===== src/design/autokey_letter_cipher_defines.svh =====
// Assertion macros shared by the autokey letter cipher modules.
`ifndef AUTOKEY_LETTER_CIPHER_DEFINES_SVH
`define AUTOKEY_LETTER_CIPHER_DEFINES_SVH

// Check a condition that holds in the same cycle as its trigger.
`define AKLC_ASSERT_SAME(label, ante, cons, msg) \
  label: assert property (@(posedge clk) disable iff (rst) (ante) |-> (cons)) \
    else $error(msg);

// Check a condition that holds in the cycle after its trigger.
`define AKLC_ASSERT_NEXT(label, ante, cons, msg) \
  label: assert property (@(posedge clk) disable iff (rst) (ante) |=> (cons)) \
    else $error(msg);

`endif


===== src/design/aklc_pkg.sv =====
// Package with types, constants and helpers of the autokey letter cipher.
package aklc_pkg;

  localparam int ALPHABET        = 26;
  localparam int MAX_KEY_LETTERS = 12;
  localparam int LETTER_W        = 5;
  localparam int PTR_W           = 4;
  localparam int KEY_LETTERS_W   = 60;
  localparam int KEY_LEN_W       = 4;
  localparam int QUEUE_DEPTH     = 2;
  localparam int QUEUE_CNT_W     = 2;
  localparam int APB_ADDR_W      = 5;
  localparam int APB_DATA_W      = 64;
  localparam int REG_IDX_W       = 2;

  localparam logic [REG_IDX_W-1:0] REG_KEY_LETTERS = 2'd0;
  localparam logic [REG_IDX_W-1:0] REG_KEY_LENGTH  = 2'd1;
  localparam logic [REG_IDX_W-1:0] REG_MODE        = 2'd2;

  localparam logic MODE_ENCRYPT = 1'b0;
  localparam logic MODE_DECRYPT = 1'b1;

  typedef logic [LETTER_W-1:0] letter_t;
  typedef logic [PTR_W-1:0]    ptr_t;

  typedef struct packed {
    logic [KEY_LETTERS_W-1:0] key_letters;
    logic [KEY_LEN_W-1:0]     key_length;
    logic                     mode;
  } cfg_t;

  typedef struct packed {
    letter_t letter;
    ptr_t    pos;
    logic    use_history;
    letter_t primer_key;
    logic    mode;
  } work_t;

  function automatic letter_t fold_letter(input letter_t x);
    return (x >= LETTER_W'(ALPHABET)) ? x - LETTER_W'(ALPHABET) : x;
  endfunction

  function automatic ptr_t active_length(input logic [KEY_LEN_W-1:0] n);
    ptr_t len;
    len = PTR_W'(n);
    if (n == '0) begin
      len = PTR_W'(1);
    end else if (n > KEY_LEN_W'(MAX_KEY_LETTERS)) begin
      len = PTR_W'(MAX_KEY_LETTERS);
    end
    return len;
  endfunction

endpackage


===== src/design/aklc_channels.sv =====
// Handshake interfaces for the letter input and letter output channels.
interface aklc_in_if import aklc_pkg::*; ();
  logic    valid;
  logic    ready;
  letter_t letter_in;
  logic    msg_start;

  modport source(output valid, output letter_in, output msg_start, input ready);
  modport sink(input valid, input letter_in, input msg_start, output ready);
endinterface

interface aklc_out_if import aklc_pkg::*; ();
  logic    valid;
  logic    ready;
  letter_t letter_out;

  modport source(output valid, output letter_out, input ready);
  modport sink(input valid, input letter_out, output ready);
endinterface


===== src/design/aklc_front.sv =====
// Front end: accepts letters, tracks key stream position and primer keys.
`include "autokey_letter_cipher_defines.svh"

module aklc_front import aklc_pkg::*; (
  input  logic        clk,
  input  logic        rst,
  aklc_in_if.sink     letters,
  input  cfg_t        cfg,
  input  logic        queue_full,
  output logic        push,
  output work_t       push_data
);

  ptr_t ptr;
  ptr_t ptr_next;
  logic past;
  logic past_next;
  ptr_t cur_ptr;
  logic cur_past;
  ptr_t len;
  ptr_t pos_inc;

  assign letters.ready = !queue_full;
  assign push          = letters.valid && letters.ready;

  always_comb begin
    len      = active_length(cfg.key_length);
    cur_ptr  = letters.msg_start ? '0 : ptr;
    cur_past = letters.msg_start ? 1'b0 : past;
    pos_inc  = cur_ptr + PTR_W'(1);
    if (pos_inc >= len) begin
      ptr_next  = '0;
      past_next = 1'b1;
    end else begin
      ptr_next  = pos_inc;
      past_next = cur_past;
    end
    push_data.letter      = fold_letter(letters.letter_in);
    push_data.pos         = cur_ptr;
    push_data.use_history = cur_past;
    push_data.primer_key  = fold_letter(cfg.key_letters[LETTER_W*int'(cur_ptr) +: LETTER_W]);
    push_data.mode        = cfg.mode;
  end

  always_ff @(posedge clk) begin
    if (rst) begin
      ptr  <= '0;
      past <= 1'b0;
    end else if (push) begin
      ptr  <= ptr_next;
      past <= past_next;
    end
  end

  `AKLC_ASSERT_SAME(a_ptr_in_ring, 1'b1, ptr < PTR_W'(MAX_KEY_LETTERS),
    "key stream pointer left the ring")

endmodule


===== src/design/aklc_queue.sv =====
// Short queue of work items between the front end and the back end.
`include "autokey_letter_cipher_defines.svh"

module aklc_queue import aklc_pkg::*; (
  input  logic  clk,
  input  logic  rst,
  input  logic  push,
  input  work_t push_data,
  output logic  full,
  output logic  pop_valid,
  input  logic  pop,
  output work_t pop_data
);

  work_t                  slots [QUEUE_DEPTH];
  logic                   wr_ptr;
  logic                   rd_ptr;
  logic [QUEUE_CNT_W-1:0] count;

  assign full      = (count == QUEUE_CNT_W'(QUEUE_DEPTH));
  assign pop_valid = (count != '0);
  assign pop_data  = slots[rd_ptr];

  always_ff @(posedge clk) begin
    if (push) begin
      slots[wr_ptr] <= push_data;
    end
  end

  always_ff @(posedge clk) begin
    if (rst) begin
      wr_ptr <= 1'b0;
      rd_ptr <= 1'b0;
      count  <= '0;
    end else begin
      if (push) begin
        wr_ptr <= !wr_ptr;
      end
      if (pop) begin
        rd_ptr <= !rd_ptr;
      end
      priority if (push && !pop) begin
        count <= count + QUEUE_CNT_W'(1);
      end else if (pop && !push) begin
        count <= count - QUEUE_CNT_W'(1);
      end
    end
  end

  `AKLC_ASSERT_SAME(a_count_bound, 1'b1, count <= QUEUE_CNT_W'(QUEUE_DEPTH),
    "queue count above depth")
  `AKLC_ASSERT_SAME(a_no_pop_empty, pop, count != '0,
    "pop from an empty queue")

endmodule


===== src/design/aklc_back.sv =====
// Back end: history ring, modular add or subtract, and the output register.
`include "autokey_letter_cipher_defines.svh"

module aklc_back import aklc_pkg::*; (
  input  logic       clk,
  input  logic       rst,
  input  logic       work_valid,
  input  work_t      work,
  output logic       pop,
  aklc_out_if.source results
);

  letter_t              history [MAX_KEY_LETTERS];
  letter_t              key;
  letter_t              plain;
  letter_t              result;
  logic [LETTER_W:0]    sum;
  logic [LETTER_W:0]    diff;
  logic                 out_valid;
  letter_t              out_letter;

  assign pop                = work_valid && (!out_valid || results.ready);
  assign results.valid      = out_valid;
  assign results.letter_out = out_letter;

  always_comb begin
    key  = work.use_history ? history[work.pos] : work.primer_key;
    sum  = {1'b0, work.letter} + {1'b0, key};
    diff = {1'b0, work.letter} + (LETTER_W+1)'(ALPHABET) - {1'b0, key};
    if (work.mode == MODE_DECRYPT) begin
      plain  = (diff >= (LETTER_W+1)'(ALPHABET)) ?
               LETTER_W'(diff - (LETTER_W+1)'(ALPHABET)) : LETTER_W'(diff);
      result = plain;
    end else begin
      plain  = work.letter;
      result = (sum >= (LETTER_W+1)'(ALPHABET)) ?
               LETTER_W'(sum - (LETTER_W+1)'(ALPHABET)) : LETTER_W'(sum);
    end
  end

  always_ff @(posedge clk) begin
    if (pop) begin
      history[work.pos] <= plain;
      out_letter        <= result;
    end
  end

  always_ff @(posedge clk) begin
    if (rst) begin
      out_valid <= 1'b0;
    end else if (pop) begin
      out_valid <= 1'b1;
    end else if (results.ready) begin
      out_valid <= 1'b0;
    end
  end

  `AKLC_ASSERT_SAME(a_out_letter_range, out_valid, out_letter < LETTER_W'(ALPHABET),
    "output letter outside the alphabet")
  `AKLC_ASSERT_NEXT(a_pop_fills_output, pop, out_valid,
    "popped item did not reach the output register")

endmodule


===== src/design/autokey_letter_cipher.sv =====
// Top level of the autokey letter cipher: config registers, front, queue, back.
//
// Usage:
//   letters: one letter code (0..25, higher codes folded by 26) per transaction,
//     with msg_start high on the first letter of a message to restart the key.
//   results: one letter code per accepted input letter, in order.
//   APB port: key_letters at 0x00, key_length at 0x08, mode at 0x10, 64-bit data.
//     Write registers only while no letters are in flight.
// Path: an accepted letter is written into a queue slot, then popped into the
//   output register that drives results when the queue is empty and the output is free.
// Throughput: one letter per cycle while results.ready stays high; set by the
//   read, add or subtract, and write of the plaintext history ring in the back end.
// Reset: synchronous; clears the key stream position, queue and output valid,
//   and loads key_letters 0, key_length 1, mode encrypt.
// Stall: while results.ready is low the output register holds, the two-entry
//   queue fills, and letters.ready drops once the queue is full.
module autokey_letter_cipher import aklc_pkg::*; (
  input  logic                  clk,
  input  logic                  rst,
  aklc_in_if.sink               letters,
  aklc_out_if.source            results,
  input  logic                  psel,
  input  logic                  penable,
  input  logic                  pwrite,
  input  logic [APB_ADDR_W-1:0] paddr,
  input  logic [APB_DATA_W-1:0] pwdata,
  output logic [APB_DATA_W-1:0] prdata,
  output logic                  pready
);

  cfg_t                 cfg;
  logic [REG_IDX_W-1:0] reg_idx;
  logic                 cfg_write;
  logic                 push;
  work_t                push_data;
  logic                 queue_full;
  logic                 work_valid;
  work_t                work;
  logic                 pop;

  assign pready    = 1'b1;
  assign reg_idx   = paddr[APB_ADDR_W-1:APB_ADDR_W-REG_IDX_W];
  assign cfg_write = psel && penable && pwrite && pready;

  always_ff @(posedge clk) begin
    if (rst) begin
      cfg.key_letters <= '0;
      cfg.key_length  <= KEY_LEN_W'(1);
      cfg.mode        <= MODE_ENCRYPT;
    end else if (cfg_write) begin
      unique case (reg_idx)
        REG_KEY_LETTERS: cfg.key_letters <= pwdata[KEY_LETTERS_W-1:0];
        REG_KEY_LENGTH:  cfg.key_length  <= pwdata[KEY_LEN_W-1:0];
        REG_MODE:        cfg.mode        <= pwdata[0];
        default: begin
        end
      endcase
    end
  end

  always_comb begin
    unique case (reg_idx)
      REG_KEY_LETTERS: prdata = APB_DATA_W'(cfg.key_letters);
      REG_KEY_LENGTH:  prdata = APB_DATA_W'(cfg.key_length);
      REG_MODE:        prdata = APB_DATA_W'(cfg.mode);
      default:         prdata = '0;
    endcase
  end

  aklc_front u_front (
    .clk        (clk),
    .rst        (rst),
    .letters    (letters),
    .cfg        (cfg),
    .queue_full (queue_full),
    .push       (push),
    .push_data  (push_data)
  );

  aklc_queue u_queue (
    .clk       (clk),
    .rst       (rst),
    .push      (push),
    .push_data (push_data),
    .full      (queue_full),
    .pop_valid (work_valid),
    .pop       (pop),
    .pop_data  (work)
  );

  aklc_back u_back (
    .clk        (clk),
    .rst        (rst),
    .work_valid (work_valid),
    .work       (work),
    .pop        (pop),
    .results    (results)
  );

endmodule

===== src/flat_wrapper.sv =====
// flat-port wrapper written by rule: the top's interface ports become plain ports
module autokey_letter_cipher_flat import aklc_pkg::*;
  (clk, rst, psel, penable, pwrite, paddr, pwdata, prdata, pready, letters_valid, letters_letter_in, letters_msg_start, letters_ready, results_valid, results_letter_out, results_ready);
  aklc_in_if letters_i ();
  aklc_out_if results_i ();
  input  logic clk;
  input  logic rst;
  input  logic psel;
  input  logic penable;
  input  logic pwrite;
  input  logic [APB_ADDR_W-1:0] paddr;
  input  logic [APB_DATA_W-1:0] pwdata;
  output logic [APB_DATA_W-1:0] prdata;
  output logic pready;
  input wire logic [$bits(letters_i.valid)-1:0] letters_valid;
  input wire logic [$bits(letters_i.letter_in)-1:0] letters_letter_in;
  input wire logic [$bits(letters_i.msg_start)-1:0] letters_msg_start;
  output wire logic [$bits(letters_i.ready)-1:0] letters_ready;
  output wire logic [$bits(results_i.valid)-1:0] results_valid;
  output wire logic [$bits(results_i.letter_out)-1:0] results_letter_out;
  input wire logic [$bits(results_i.ready)-1:0] results_ready;
  assign letters_i.valid = letters_valid;
  assign letters_i.letter_in = letters_letter_in;
  assign letters_i.msg_start = letters_msg_start;
  assign letters_ready = letters_i.ready;
  assign results_valid = results_i.valid;
  assign results_letter_out = results_i.letter_out;
  assign results_i.ready = results_ready;
  autokey_letter_cipher u_core (.clk(clk), .rst(rst), .letters(letters_i), .results(results_i), .psel(psel), .penable(penable), .pwrite(pwrite), .paddr(paddr), .pwdata(pwdata), .prdata(prdata), .pready(pready));
endmodule

===== config.mk =====
export PLATFORM = sky130hd
export DESIGN_NAME = autokey_letter_cipher_flat
export DESIGN_NICKNAME = d
export VERILOG_FILES = /design/src/design/aklc_pkg.sv /design/src/design/aklc_channels.sv /design/src/design/aklc_front.sv /design/src/design/aklc_queue.sv /design/src/design/aklc_back.sv /design/src/design/autokey_letter_cipher.sv /design/src/flat_wrapper.sv
export VERILOG_INCLUDE_DIRS = /design/src /design/src/design
export SDC_FILE = /design/constraint.sdc
export NUM_CORES = 1
export LEC_CHECK = 0
export BUFFER_PORTS_ARGS = -buffer_cell sky130_fd_sc_hd__buf_2
export CAP_MARGIN = 20
export CORE_MARGIN = 5
export CORE_UTILIZATION = 60
export DETAILED_ROUTE_END_ITERATION = 10
export PLACE_DENSITY = 0.85
export SLEW_MARGIN = 5
export SYNTH_ARGS = -nofsm -noshare
export SYNTH_HDL_FRONTEND = slang
export SYNTH_SLANG_ARGS = --single-unit

===== constraint.sdc =====
create_clock -name clk -period 7.9 [get_ports clk]
set_input_delay 1.185 -clock clk [delete_from_list [all_inputs] [get_ports clk]]
set_output_delay 1.185 -clock clk [all_outputs]
set_load 0.1 [all_outputs]

* Yosys cells after proc, flatten, opt, wreduce, memory -nomap -nowiden
Memory sizes are Yosys's and may differ from the RTL's. A register that Yosys moved wholly into a read port is not among the register bits.
Index checks and enable logic that the tools add are counted.
** Word-level totals
- Register bits :: 80
- Latch bits :: 0
- RAM bits :: 92
- Bits in read-only memories :: 0
- Input port bits :: 82
- Output and inout port bits :: 72
- Logic and storage cells :: 78
- Memories kept :: 2
** Memory list
- u_core.u_back.history :: words 12, bits a word 5, read ports 1, clocked after Yosys merged registers in 0, write ports 1, line aklc_back.sv:13 : letter_t history [MAX_KEY_LETTERS];
- u_core.u_queue.slots :: words 2, bits a word 16, read ports 1, clocked after Yosys merged registers in 1, write ports 1, line aklc_queue.sv:15 : work_t slots [QUEUE_DEPTH];
** Cells by class
- $add $sub $neg :: 10
- Multiply operators :: 1
- Divide/modulo/power cells :: 0
- $lt $le $gt $ge :: 6
- Equality and inequality tests :: 3
- Shift operators :: 1
- Multiplexer cells :: 24
- Bitwise gates (word level) :: 0
- Reductions and logical operators :: 21
** Operators with widths (number)
- $pmux W60 S3 :: 1
- $shiftx A60 B8 Y5 :: 1
- $mux W5 :: 7
- $sub A5 B5 Y5 const B :: 4
- $mux W4 :: 4
- $ge A6 B5 Y1 const B :: 2
- $ge A5 B5 Y1 const B :: 2
- $mux W1 :: 10
- $mul A3 B4 Y7 const A :: 1
- $add A5 B5 Y6 :: 1
- $add A5 B5 Y6 const B :: 1
- $logic_and A1 B1 Y1 :: 6
- $logic_not A1 Y1 :: 6
- $reduce_and A2 Y1 :: 3
- $reduce_bool A2 Y1 :: 3
- $sub A6 B5 Y6 :: 1
- $add A4 B1 Y4 const B :: 1
- $eq A2 B2 Y1 const B :: 2
- $ge A4 B4 Y1 :: 1
- $gt A4 B4 Y1 const B :: 1
- $logic_not A4 Y1 :: 1
- $mux W2 :: 2
- $add A2 B1 Y2 const B :: 1
- $eq A2 B1 Y1 const B :: 1
- 3 further kinds :: 3

* Longest topological paths before layout
Gate-level depths: netlist (run 1).
- Depth after elaboration :: 7
- Mapped depth :: 18
- Gate-level depth less buffers :: 16

* Hierarchy
A second synthesis (run 1) with hierarchy kept.
** Second synthesis, totals
- Cells, all modules :: 834
- Area total of the unflattened synthesis :: 9312.7 µm²
** Modules (own cells, without submodules)
- autokey_letter_cipher :: instances 1, cells each 363, area each 3395.8 µm², seq. area each 1301.2 µm²
- aklc_back :: instances 1, cells each 232, area each 3291.9 µm², seq. area each 1971.9 µm²
- aklc_queue :: instances 1, cells each 72, area each 1363.8 µm², seq. area each 1061.0 µm²
- aklc_front :: instances 1, cells each 167, area each 1261.2 µm², seq. area each 100.1 µm²

* Least setup slack after synthesis (run 1)
Ideal clock, no wire load.
- Kind :: input to output
- From :: in paddr[3]
- To :: out prdata[0]
- Arrival time :: 3.722 ns
- Path slack :: 2.993 ns
- Stages :: 3
- Path buffers :: 1
- Path through :: clkbuf_1 -> mux2i_1 -> o21ai_0
** Between the ends
- Word-level cells in the longest chain between the ends :: 2
- Elaborated cells between the ends (all ways) :: 4
** RTL lines
- start, declared :: line flat_wrapper.sv:11 : input logic [APB_ADDR_W-1:0] paddr;
- $eq A2 B2 Y1 (tied with other cells) :: line autokey_letter_cipher.sv:62 : unique case (reg_idx)
- $pmux W60 S3 * :: line autokey_letter_cipher.sv:62
- end, declared :: line flat_wrapper.sv:13 : output logic [APB_DATA_W-1:0] prdata;
Every way passes the cells marked *; elsewhere a longest branch is shown, timed or not.

==> results of run 1 <==
-- stage by stage --
step           setup WS [ps]  hold WS, ps  power [mW]  std cells  cell area, sq um
4_1_cts                 2170          464        3.72       1155              9970
5_1_grt                 1790          479        3.94       1157              9990
3_5_place_dp            2230          455        2.99       1123              9460
3_3_place_gp            2410          449        2.90       1123              9460
6_report                2280          462        3.72       1157              9990
2_1_floorplan           2990          440        2.61        841              8700
-- cells by family after synthesis --
group                    Yosys count  share of synthesized area [%]
AND/OR/NAND/NOR                  301                           16.6
XOR/XNOR                          14                           1.41
buffers and inverters             84                           4.32
other                              2                         0.0864
multiplexers                      59                           9.63
AO/OA/AOI/OAI                    178                           12.9
adder cells (fa/ha/maj)           27                           4.06
flip-flops                       173                           51.0
-- cells in the mapped netlist (10+ instances only) --
cell type	count	area [sq um]
nand2_1	139	522
edfxtp_1	97	2910
a21oi_1	91	455
dfxtp_1	76	1520
and2_1	56	350
nor2_1	43	161
clkbuf_1	33	124
inv_1	32	120
mux2i_1	31	310
ha_1	25	313
nand2b_1	15	93.8
o21ai_0	15	75.1
nand3b_1	14	105
a211oi_1	11	82.6
a21o_1	11	82.6
mux2_2	10	113
-- metal layers --
layer | vias up | track usage [%] | part of all wire, %
met4 | 0 | 8.83 | 2.4
met2 | 287 | 41.0 | 51
met5 | - | 0 | 0
met3 | 35 | 5.53 | 6.7
met1 | 3138 | 29.3 | 40
li1 | 3207 | - | -
-- power breakdown --
group	internal, mW	switching [mW]	total, mW
clock network	0.397	0.335	0.732
logic	0.606	1.09	1.70
registers	1.25	0.0385	1.29
-- area by class of cell --
type | instances | share of cell area [%]
tap | 184 | 2.30
inverter | 33 | 1.24
clock buffer | 20 | 4.37
timing repair buffer | 151 | 7.94
sequential | 173 | 44.4
clock inverter | 12 | 0.751
multi-input combinational | 584 | 39.0
-- worst max path at each step --
stage,startpoint,to,cells after the start
after floorplan,paddr[3],prdata[0],3
after global placement,flip-flop,u_core.u_back.history[2][3]$_DFFE_PP_,14
after detailed placement,flip-flop,u_core.u_back.history[7][3]$_DFFE_PP_,14
after CTS,flip-flop,u_core.u_back.history[4][3]$_DFFE_PP_,14
after global routing,flip-flop,u_core.u_back.history[6][3]$_DFFE_PP_,14
final,flip-flop,u_core.u_back.history[4][3]$_DFFE_PP_,14
-- state kept, by name, indices dropped and copies added (netlist names), named ones only --
register	cells
u_core.u_queue.slots	32
u_core.cfg	65
u_core.u_front.past	1
u_core.u_back.results.valid	1
u_core.u_front.ptr	4
u_core.u_queue.rd_ptr	1
u_core.u_queue.count	2
u_core.u_back.history	60
u_core.u_back.results.letter_out	5
u_core.u_queue.wr_ptr	1
-- worst reg2reg max path: cells and delay by family, from the launching register on --
| family | cells | cell delay, ps |
|---|---|---|
| AOI/OAI and AO/OA | 5 | 1480 |
| and+or+nand+nor | 1 | 280 |
| adders and majority gates | 3 | 1230 |
| muxes | 3 | 1720 |
| buffers and inverters | 2 | 180 |
| DFF | 1 | 400 |
==> summary.md, run 1 <==
| Metric | Value |
|---|---|
| CP bufs+invs | 2 |
| Hpwl dp | 14300 microns |
| Area grow syn2layout | 15.0% |
| Die Area | 17000 sq um |
| Synth Register Bits | 173 |
| Vias in the first global route | 6310 |
| Commonest non-fill, non-tap cell in the layout | buf_2 |
| Num CTS Buffers | 17 |
| Worst path max stage delay | 810 ps |
| Post-synth EDFFs | 97 |
| Largest net degree at the start of global routing | 74 |
| Seq. cell area | 4430 sq um |
| Synth Instances | 838 |
| Min Clock Period, post-route | 5620 ps |
| Hold Startpoint | u_core.cfg[22]$_SDFFE_PP0P_ |
| Hold depth | 2 |
| Longest Clk Path Bufs | 2 |
| Final GP Congestion | 0.857 |
| IO Port Bufs | 141 |
| Clk_lat worst skew | 430 ps |
| RSZ-0062 raised after global routing | no |
| Vias | 6667 |
| Die width | 130 microns |
| Syn avg cell area | 10.4 sq um |
| Yosys cell types | 63 |
| Grt ovf | 0 |
| R2R cell count | 14 |
| Antenna diodes | 0 |
| Initial antenna violation count | 0 |
| First-pass GRT wire length | 31200 microns |
| Leading cell types in the layout, fill and taps excluded | buf_2 (141), nand2_1 (139), edfxtp_1 (97), a21oi_1 (91), dfxtp_1 (76) |
| Hold Violations, Final | 0 |
| H-tree Lvls | 4 |
| DRT Wirelength | 20200 microns |
| Detailed-route DRC error count | 0 |
| Hold Path End | u_core.cfg[22]$_SDFFE_PP0P_ |
| Clock root cell | clkbuf_16 |
| Slew @ Worst Pin | 933 ps |
| Gates resized, CTS repair | 0 |
| Skew final | 8.32 ps |
| Final setup viols | 0 |
| P_leak | 3.96 nW |
| Fin util | 69.6% |
| Post-CTS Setup Inserts | 0 |
| Hold Path Class | flip-flop to flip-flop |
| CP endpoint kind | flip-flop |
| DRT iter0 DRCs | 614 |
| Multi-input gate area | 3900 sq um |
| CP startpoint kind | flip-flop |
| Sum of negative setup slack | 0 ps |
| Hold buffers post-CTS | 0 |
| Status | finished, final reports clean |
| CTS tree | yes |
| Critical path class | flip-flop to flip-flop |
| Slowest CP cell | mux2i_4 |
| Die H | 130 microns |
| Post-synth ARST share | 0% |
| Final Cycle Share | 71.1% |
| Yosys Warn Count | 0 |
| Reg clk slew, reported paths | 60 ps |
| Io pins | 154 |
| Vias per cell | 5.76 |
| Fmax achieved | 0.178 GHz |
| Top_reg_cell synth | edfxtp_1 |
| Core area | 14400 sq um |
| Mapped cell area | 8690 sq um |
| Final Slew Violations | 0 |
| Fill cell count | 1051 |
| Final nets | 1069 |
| Drt wl/cell | 17.4 microns |
| Rows | 44 |
| Pwr dens | 372 nW/um^2 |
| Clock Sinks | 173 |
| Initial Util | 60.5% |
| RR Endpoint | u_core.u_back.history[4][3]$_DFFE_PP_ |
| Routed Antenna Nets | 0 |
| Crit-path cells | mux2i_4, mux4_1, mux2i_1, a211oi_1, o32a_1, ha_1, inv_1, fa_1, inv_1, ha_1, or2_2, o21ai_0, a311oi_1, a21oi_1 |
| Gr usage total | 23.8% |
| VDD IR max | 0.300 mV |
| Worst Path Arrival | 5720 ps |
| CP top delay family | multiplexers |
| Worst Path Required | 8000 ps |
| Layout cells sized above 1 | 21.2% |
| Critical-path maximum fanout | 19 |
| R2R setup slack | 2280 ps |
| Sequential fraction of the synthesis area | 51.0% |
| Count of max-cap constraint violations | 0 |
| Total iterations of the first detailed-routing run | 7 |
| Headroom to the max-slew limit | 36.5% |
Note: power is estimated with default switching activity, not from simulation.
==> run 2, diff against run 1 <==
Settings changed: ABC_AREA set to 1, CORE_UTILIZATION 60 to 56, PLACE_DENSITY 0.85 to 0.8.
Clock period 7.9 ns to 5.6 ns, I/O delays scaled along.
==> summary.md, run 2 <==
| Metric | Value |
|---|---|
| Status | finished, final reports clean |
| Vias in the first global route | 6977 (+11%) |
| Final Cycle Share | 87.5% (+16 points) |
| Syn avg cell area | 8.41 sq um (-19%) |
| Critical-path maximum fanout | 14 (-5) |
| Reg clk slew, reported paths | 60 ps (about the same) |
| DRT iter0 DRCs | 579 (-5.7%) |
| Grt ovf | 0 (unchanged) |
| Hpwl dp | 14900 microns (+4.7%) |
| Layout cells sized above 1 | 18.3% (-2.9 points) |
| Post-CTS Setup Inserts | 0 (unchanged) |
| First-pass GRT wire length | 33200 microns (+6.5%) |
| Pwr dens | 572 nW/um^2 (+54%) |
| Headroom to the max-slew limit | 30.6% (-5.8 points) |
| Die Area | 17800 sq um (+4.5%) |
| CP dominant cell by count | nand2_1 |
| Final GP Congestion | 0.889 (+3.7%) |
| Setup WS post-layout | 700 ps (-1580 ps) |
| Seq. cell area | 4430 sq um (unchanged) |
| Max FFs per register | 65 (unchanged) |
| Final nets | 1251 (+17%) |
| Fmax achieved | 0.204 GHz (+15%) |
| Vias per cell | 5.40 (-6.3%) |
| Worst Path Required | 5690 ps (-2310 ps) |
| Largest net degree at the start of global routing | 84 (+14%) |
| Drt wl/cell | 15.2 microns (-13%) |
| Antenna diodes | 0 (unchanged) |
| Die H | 133 microns (+2.2%) |
| Grt met2 use | 39.6% (-1.4 points) |
| Clk_lat worst skew | 430 ps (about the same) |
| Largest regs | u_core.cfg x65, u_core.u_back.history x60, u_core.u_queue.slots x32 |
| Hold WS | 453 ps (-9.09 ps) |
| Post-synth ARST share | 0% (unchanged) |
| Post-synth EDFFs | 97 (unchanged) |
| Rows | 45 (+2.3%) |
| Synth Register Bits | 173 (unchanged) |
| Simple-gate portion of the synthesized area | 18.5% (+1.9 points) |
| CTS tree | yes |
| Top_reg_cell synth | edfxtp_1 |
| Skew final | 8.79 ps (+0.474 ps) |
| Fill cell count | 1240 (+18%) |
| Initial antenna violation count | 0 (unchanged) |
| Area grow syn2layout | 16.2% |
| Hold buffers post-CTS | 0 (unchanged) |
| Longest Clk Path Bufs | 2 (unchanged) |
| Core area | 15000 sq um (+4.6%) |
| Clock root cell | clkbuf_16 |
| VDD IR max | 0.435 mV (+45%) |
| Sequential fraction of the synthesis area | 52.1% (+1.1 points) |
| Final setup viols | 0 (unchanged) |
| Post-Synth Adder-Cell Area | 4.15% (+0.087 points) |
| Hold Path Class | flip-flop to flip-flop |
| Placed cell count | 1310 (+17%) |
| H-tree Lvls | 4 (unchanged) |
| Io pins | 154 (unchanged) |
| Gates resized, CTS repair | 0 (unchanged) |
| P_leak | 4.26 nW (+7.6%) |
| Count of max-cap constraint violations | 0 (unchanged) |
| CP startpoint kind | flip-flop |
| Yosys cell types | 46 (-27%) |
| Total iterations of the first detailed-routing run | 6 (-1) |
| Detailed-route DRC error count | 0 (unchanged) |
| Commonest non-fill, non-tap cell in the layout | nand2_1 |
| Mux contribution to synthesized area | 0.118% (-9.5 points) |
| Multi-input gate area | 3320 sq um (-15%) |
| Post-Synth XOR/XNOR Area | 0.720% (-0.69 points) |
| Initial Util | 56.6% (-3.9 points) |
| Num CTS Buffers | 17 (unchanged) |
| Gr usage total | 23.0% (-0.83 points) |
| Vias | 7250 (+8.7%) |
| Slew @ Worst Pin | 1040 ps (+104 ps) |
| RSZ-0062 raised after global routing | no |
| Die width | 133 microns (+2.2%) |
| Synth Instances | 1012 (+21%) |
| IO Port Bufs | 141 (unchanged) |
| Top cells by area, synth | edfxtp_1 (34%), dfxtp_1 (18%), o21ai_0 (6.8%) |
| Crit-path cells | o21ai_4, nand2_1, nor2_1, nor2_1, a21oi_1, or2_1, o22ai_1, ha_1, inv_1, ha_1, fa_1, nand2_1, inv_1, nor2_1, nand3_1, inv_1, nand2_1, nand3_1, nand2_1, nand2_1, nand3_1, o21ai_1 |
| Hold Violations, Final | 0 (unchanged) |
| Pre-CTS setup slack | 690 ps (-1540 ps) |
| CP endpoint kind | flip-flop |
| Largest Register | u_core.cfg |
| Non-filler instance count after layout | 1343 (+16%) |
| Leading cell types in the layout, fill and taps excluded | nand2_1 (147), buf_2 (143), inv_1 (136), nor2_1 (135), o21ai_0 (114) |
| Yosys Warn Count | 0 (unchanged) |
| Commonest cells post-synth | nand2_1 (147), inv_1 (136), nor2_1 (135), o21ai_0 (115), edfxtp_1 (97) |
| Clock Sinks | 173 (unchanged) |
| Met1 Use GR | 28.8% (-0.51 points) |
| R2R cell count | 22 (+8) |
| Area leader, netlist | edfxtp_1 |
| M3 GR Usage | 3.93% (-1.6 points) |
| Min Clock Period, post-route | 4900 ps (-717 ps) |
| Yosys top cell area share | 34.2% (+0.71 points) |
| Routed Antenna Nets | 0 (unchanged) |
| Sum of negative setup slack | 0 ps (unchanged) |
| Largest family of logic cells by synthesized area | simple AND/OR/NAND/NOR gates |
| Post-synthesis compound-gate area fraction | 15.3% (+2.4 points) |
| Worst Path Arrival | 4990 ps (-730 ps) |
| DRT Wirelength | 20400 microns (+1.3%) |
| Slowest CP cell | o21ai_1 |
| Mapped cell area | 8510 sq um (-2.1%) |
| Hold depth | 1 (-1) |
| Most numerous cell in the Yosys netlist | nand2_1 |
| Final Total Pwr | 5.65 mW (+52%) |
| Worst path max stage delay | 520 ps (-290 ps) |
| Final Slew Violations | 0 (unchanged) |
| Critical path class | flip-flop to flip-flop |
| Most Crowded Layer GR | met2 |
[run 2: changes by cell type after synthesis, sizes merged, moves of 13 or more]
cell / change
mux2i: -33
and2: -56
nor2: +97
nand3b: -13
mux4: -15
nand3: +59
nand2: +13
o21ai: +103
nand2b: -16
inv: +109
[run 2: cell families (layout without fill, tap and decap cells)]
logic type	count (synthesis)	in the layout
AO/OA/AOI/OAI	239	239
XOR/XNOR	7	7
adder cells (fa/ha/maj)	27	27
buffers and inverters	187	327
flip-flops	173	173
multiplexers	1	1
other	2	5
AND/OR/NAND/NOR	376	376
[run 2: layer usage]
layer  vias to the layer above  routed length, microns
met5                         -                       0
met4                         0                     567
met3                        42                     975
met2                       244                   10300
met1                      3356                    8640
li1                       3608                       -
[run 2: final timing paths]
path,from,endpoint,slack [ps]
setup / recovery,flip-flop,u_core.u_back.history[4][4]$_DFFE_PP_,700
hold reg to reg,u_core.u_queue.rd_ptr$_SDFFE_PP0P_,flip-flop,450
setup reg to reg,flip-flop,u_core.u_back.history[4][4]$_DFFE_PP_,700
hold / removal,u_core.u_queue.rd_ptr$_SDFFE_PP0P_,flip-flop,450
[run 2: worst max-delay path, delay by kind of cell (launching register included)]
family	cells	cell delay [ps]
compound gates	4	1290
flops	1	390
buf+inv	3	160
fa+ha+maj	3	960
simple gates	12	1750
[run 2: metrics by stage]
stage / area (sq um) / util (%)
finish: 9890 / 65.8
CTS: 9870 / 65.7
global route: 9890 / 65.8
floorplan: 8520 / -
global placement: 9290 / 61.8
detailed placement: 9310 / 61.9
[run 2: area by class of cell]
| class | count | area share [%] |
|---|---|---|
| clock inverters | 13 | 1.33 |
| clock buffers | 19 | 4.38 |
| inverters | 141 | 5.38 |
| flip-flops and latches | 173 | 44.8 |
| multi-input cells | 655 | 33.5 |
| repair buffers | 154 | 8.20 |
| well taps | 188 | 2.38 |
[run 2: report_power, final]
group          internal [mW]  total, mW  switching (mW)
clock network          0.623       1.13           0.509
registers               1.80       1.86          0.0602
logic                  0.796       2.66            1.86
==> run 3, diff against run 2 <==
Settings changed: MAX_ROUTING_LAYER set to met4.
==> summary.md, run 3 (synthesized netlist as in run 2, its figures left out) <==
| Metric | Value |
|---|---|
| Hold Startpoint | u_core.u_queue.rd_ptr$_SDFFE_PP0P_ |
| P_leak | 4.26 nW (unchanged) |
| Gr usage total | 23.7% (+0.69 points) |
| Drt wl/cell | 15.3 microns (+0.52%) |
| Final setup viols | 0 (unchanged) |
| CP bufs+invs | 6 (+3) |
| CP top delay family | simple AND/OR/NAND/NOR gates |
| Grt ovf | 0 (unchanged) |
| Worst Path Arrival | 4990 ps (about the same) |
| Vias in the first global route | 6966 (-0.16%) |
| R2R cell count | 24 (+9.1%) |
| Final Total Pwr | 5.65 mW (about the same) |
| Reg clk slew, reported paths | 60 ps (about the same) |
| M3 GR Usage | 3.66% (-0.26 points) |
| Most Crowded Layer GR | met2 |
| Hpwl dp | 14900 microns (unchanged) |
| Hold Path End | u_core.u_queue.rd_ptr$_SDFFE_PP0P_ |
| Clk_lat worst skew | 430 ps (about the same) |
| DRT iter0 DRCs | 631 (+9.0%) |
| Fmax achieved | 0.204 GHz (+0.12%) |
| Placed Area | 9310 sq um (unchanged) |
| RSZ-0062 raised after global routing | no |
| Rows | 45 (unchanged) |
| CP dominant cell by count | nand2_1 |
| Critical-path maximum fanout | 12 (-2) |
| Largest regs | u_core.cfg x65, u_core.u_back.history x60, u_core.u_queue.slots x32 |
| Worst Path Required | 5690 ps (about the same) |
| Clock root cell | clkbuf_16 |
| Final nets | 1251 (unchanged) |
| H-tree Lvls | 4 (unchanged) |
| Hold WS | 454 ps (+0.217 ps) |
| Die width | 133 microns (unchanged) |
| DRT Wirelength | 20500 microns (+0.52%) |
| Final Slew Violations | 0 (unchanged) |
| Critical path class | flip-flop to flip-flop |
| CP endpoint kind | flip-flop |
| VDD IR max | 0.441 mV (+1.2%) |
| Crit-path cells | buf_4, inv_1, nand2_1, nand2_1, nor2_1, inv_1, a21oi_1, or2_1, o22ai_1, ha_1, inv_1, ha_1, fa_1, nand2_1, inv_1, nor2_1, nand3_1, inv_1, nand2_1, nand3_1, nand2_1, nand2_1, nand3_1, o21ai_1 |
| Headroom to the max-slew limit | 31.4% (+0.80 points) |
| Core area | 15000 sq um (unchanged) |
| Final GP Congestion | 0.904 (+1.7%) |
| Longest Clk Path Bufs | 2 (unchanged) |
| Area grow syn2layout | 16.2% (unchanged) |
| CP startpoint kind | flip-flop |
| Design area | 9890 sq um (unchanged) |
| Slew @ Worst Pin | 1020 ps (-12.0 ps) |
| Min Clock Period, post-route | 4890 ps (-5.98 ps) |
| Hold depth | 1 (unchanged) |
| Vias | 7281 (+0.43%) |
| Sum of negative setup slack | 0 ps (unchanged) |
| Die H | 133 microns (unchanged) |
| Count of max-cap constraint violations | 0 (unchanged) |
| Initial Util | 56.6% (unchanged) |
| Slowest CP cell | o21ai_1 |
| Final Cycle Share | 87.4% (-0.11 points) |
| Die Area | 17800 sq um (unchanged) |
| Fin util | 65.8% (unchanged) |
| Grt met2 use | 39.7% (+0.085 points) |
| Routed Antenna Nets | 0 (unchanged) |
| Largest Register | u_core.cfg |
| Leading cell types in the layout, fill and taps excluded | nand2_1 (147), buf_2 (143), inv_1 (136), nor2_1 (135), o21ai_0 (114) |
| Hold buffers post-CTS | 0 (unchanged) |
| Hold Violations, Final | 0 (unchanged) |
| IO Port Bufs | 141 (unchanged) |
| Vias per cell | 5.42 (+0.43%) |
| Io pins | 154 (unchanged) |
| Layout cells sized above 1 | 18.3% (unchanged) |
| Initial antenna violation count | 0 (unchanged) |
| Max FFs per register | 65 (unchanged) |
| Largest net degree at the start of global routing | 84 (unchanged) |
| Total iterations of the first detailed-routing run | 5 (-1) |
| Worst path max stage delay | 530 ps (about the same) |
| Status | finished, final reports clean |
| Commonest non-fill, non-tap cell in the layout | nand2_1 |
| Hold Path Class | flip-flop to flip-flop |
| Met1 Use GR | 28.9% (+0.098 points) |
| Critical path depth in cells | 24 (+9.1%) |
| First-pass GRT wire length | 33200 microns (about the same) |
| Antenna diodes | 0 (unchanged) |
| CTS tree | yes |
| Num CTS Buffers | 17 (unchanged) |
| RR Endpoint | u_core.u_back.history[4][4]$_DFFE_PP_ |
| Post-CTS Setup Inserts | 0 (unchanged) |
| Pwr dens | 571 nW/um^2 (about the same) |
| Detailed-route DRC error count | 0 (unchanged) |
| Gates resized, CTS repair | 0 (unchanged) |
| Clock Sinks | 173 (unchanged) |
| R2R setup slack | 710 ps (about the same) |
| Skew final | 9.68 ps (+0.890 ps) |
## run 3: routing by layer
metal  part of all wire (%)  vias to the layer above
li1                       -                     3611
met1                     42                     3350
met2                     50                      273
met3                    4.9                       47
met4                    2.8                        0
met5                      0                        -
## run 3: through the flow
stage               instances  setup slack (ps)
floorplan                1015              1550
global placement         1307               773
detailed placement       1310               690
CTS                      1342               649
global route             1343               206
finish                   1343               706
## run 3: worst max path at each step
| stage | start | end |
|---|---|---|
| finish | flip-flop | u_core.u_back.history[4][4]$_DFFE_PP_ |
| global route | flip-flop | u_core.u_back.history[10][4]$_DFFE_PP_ |
| CTS | flip-flop | u_core.u_back.history[4][4]$_DFFE_PP_ |
| detailed placement | flip-flop | u_core.u_back.history[11][4]$_DFFE_PP_ |
| global placement | flip-flop | u_core.u_back.history[11][3]$_DFFE_PP_ |
| floorplan | paddr[3] | prdata[2] |
## run 3: layout make-up
type                            instances  area [sq um]
Timing Repair Buffer                  154           811
Multi-Input combinational cell        655          3320
Tap cell                              188           235
Clock inverter                         13           131
Inverter                              141           532
Clock buffer                           19           433
Sequential cell                       173          4430
Fill cell                            1238          5140
## run 3: power breakdown
part | switching [mW] | internal (mW) | total (mW)
combinational | 1.86 | 0.795 | 2.66
sequential | 0.0601 | 1.80 | 1.86
clock | 0.507 | 0.623 | 1.13
## run 3: worst reg2reg max path: stages (launching register included)
cell,delay (ps)
dfxtp_1,490
buf_4,250
inv_1,70
nand2_1,60
nand2_1,150
nor2_1,300
inv_1,170
a21oi_1,180
or2_1,160
o22ai_1,170
ha_1,330
inv_1,40
ha_1,210
fa_1,410
nand2_1,80
inv_1,40
nor2_1,210
nand3_1,140
inv_1,80
nand2_1,60
nand3_1,200
nand2_1,80
nand2_1,60
nand3_1,80
o21ai_1,530
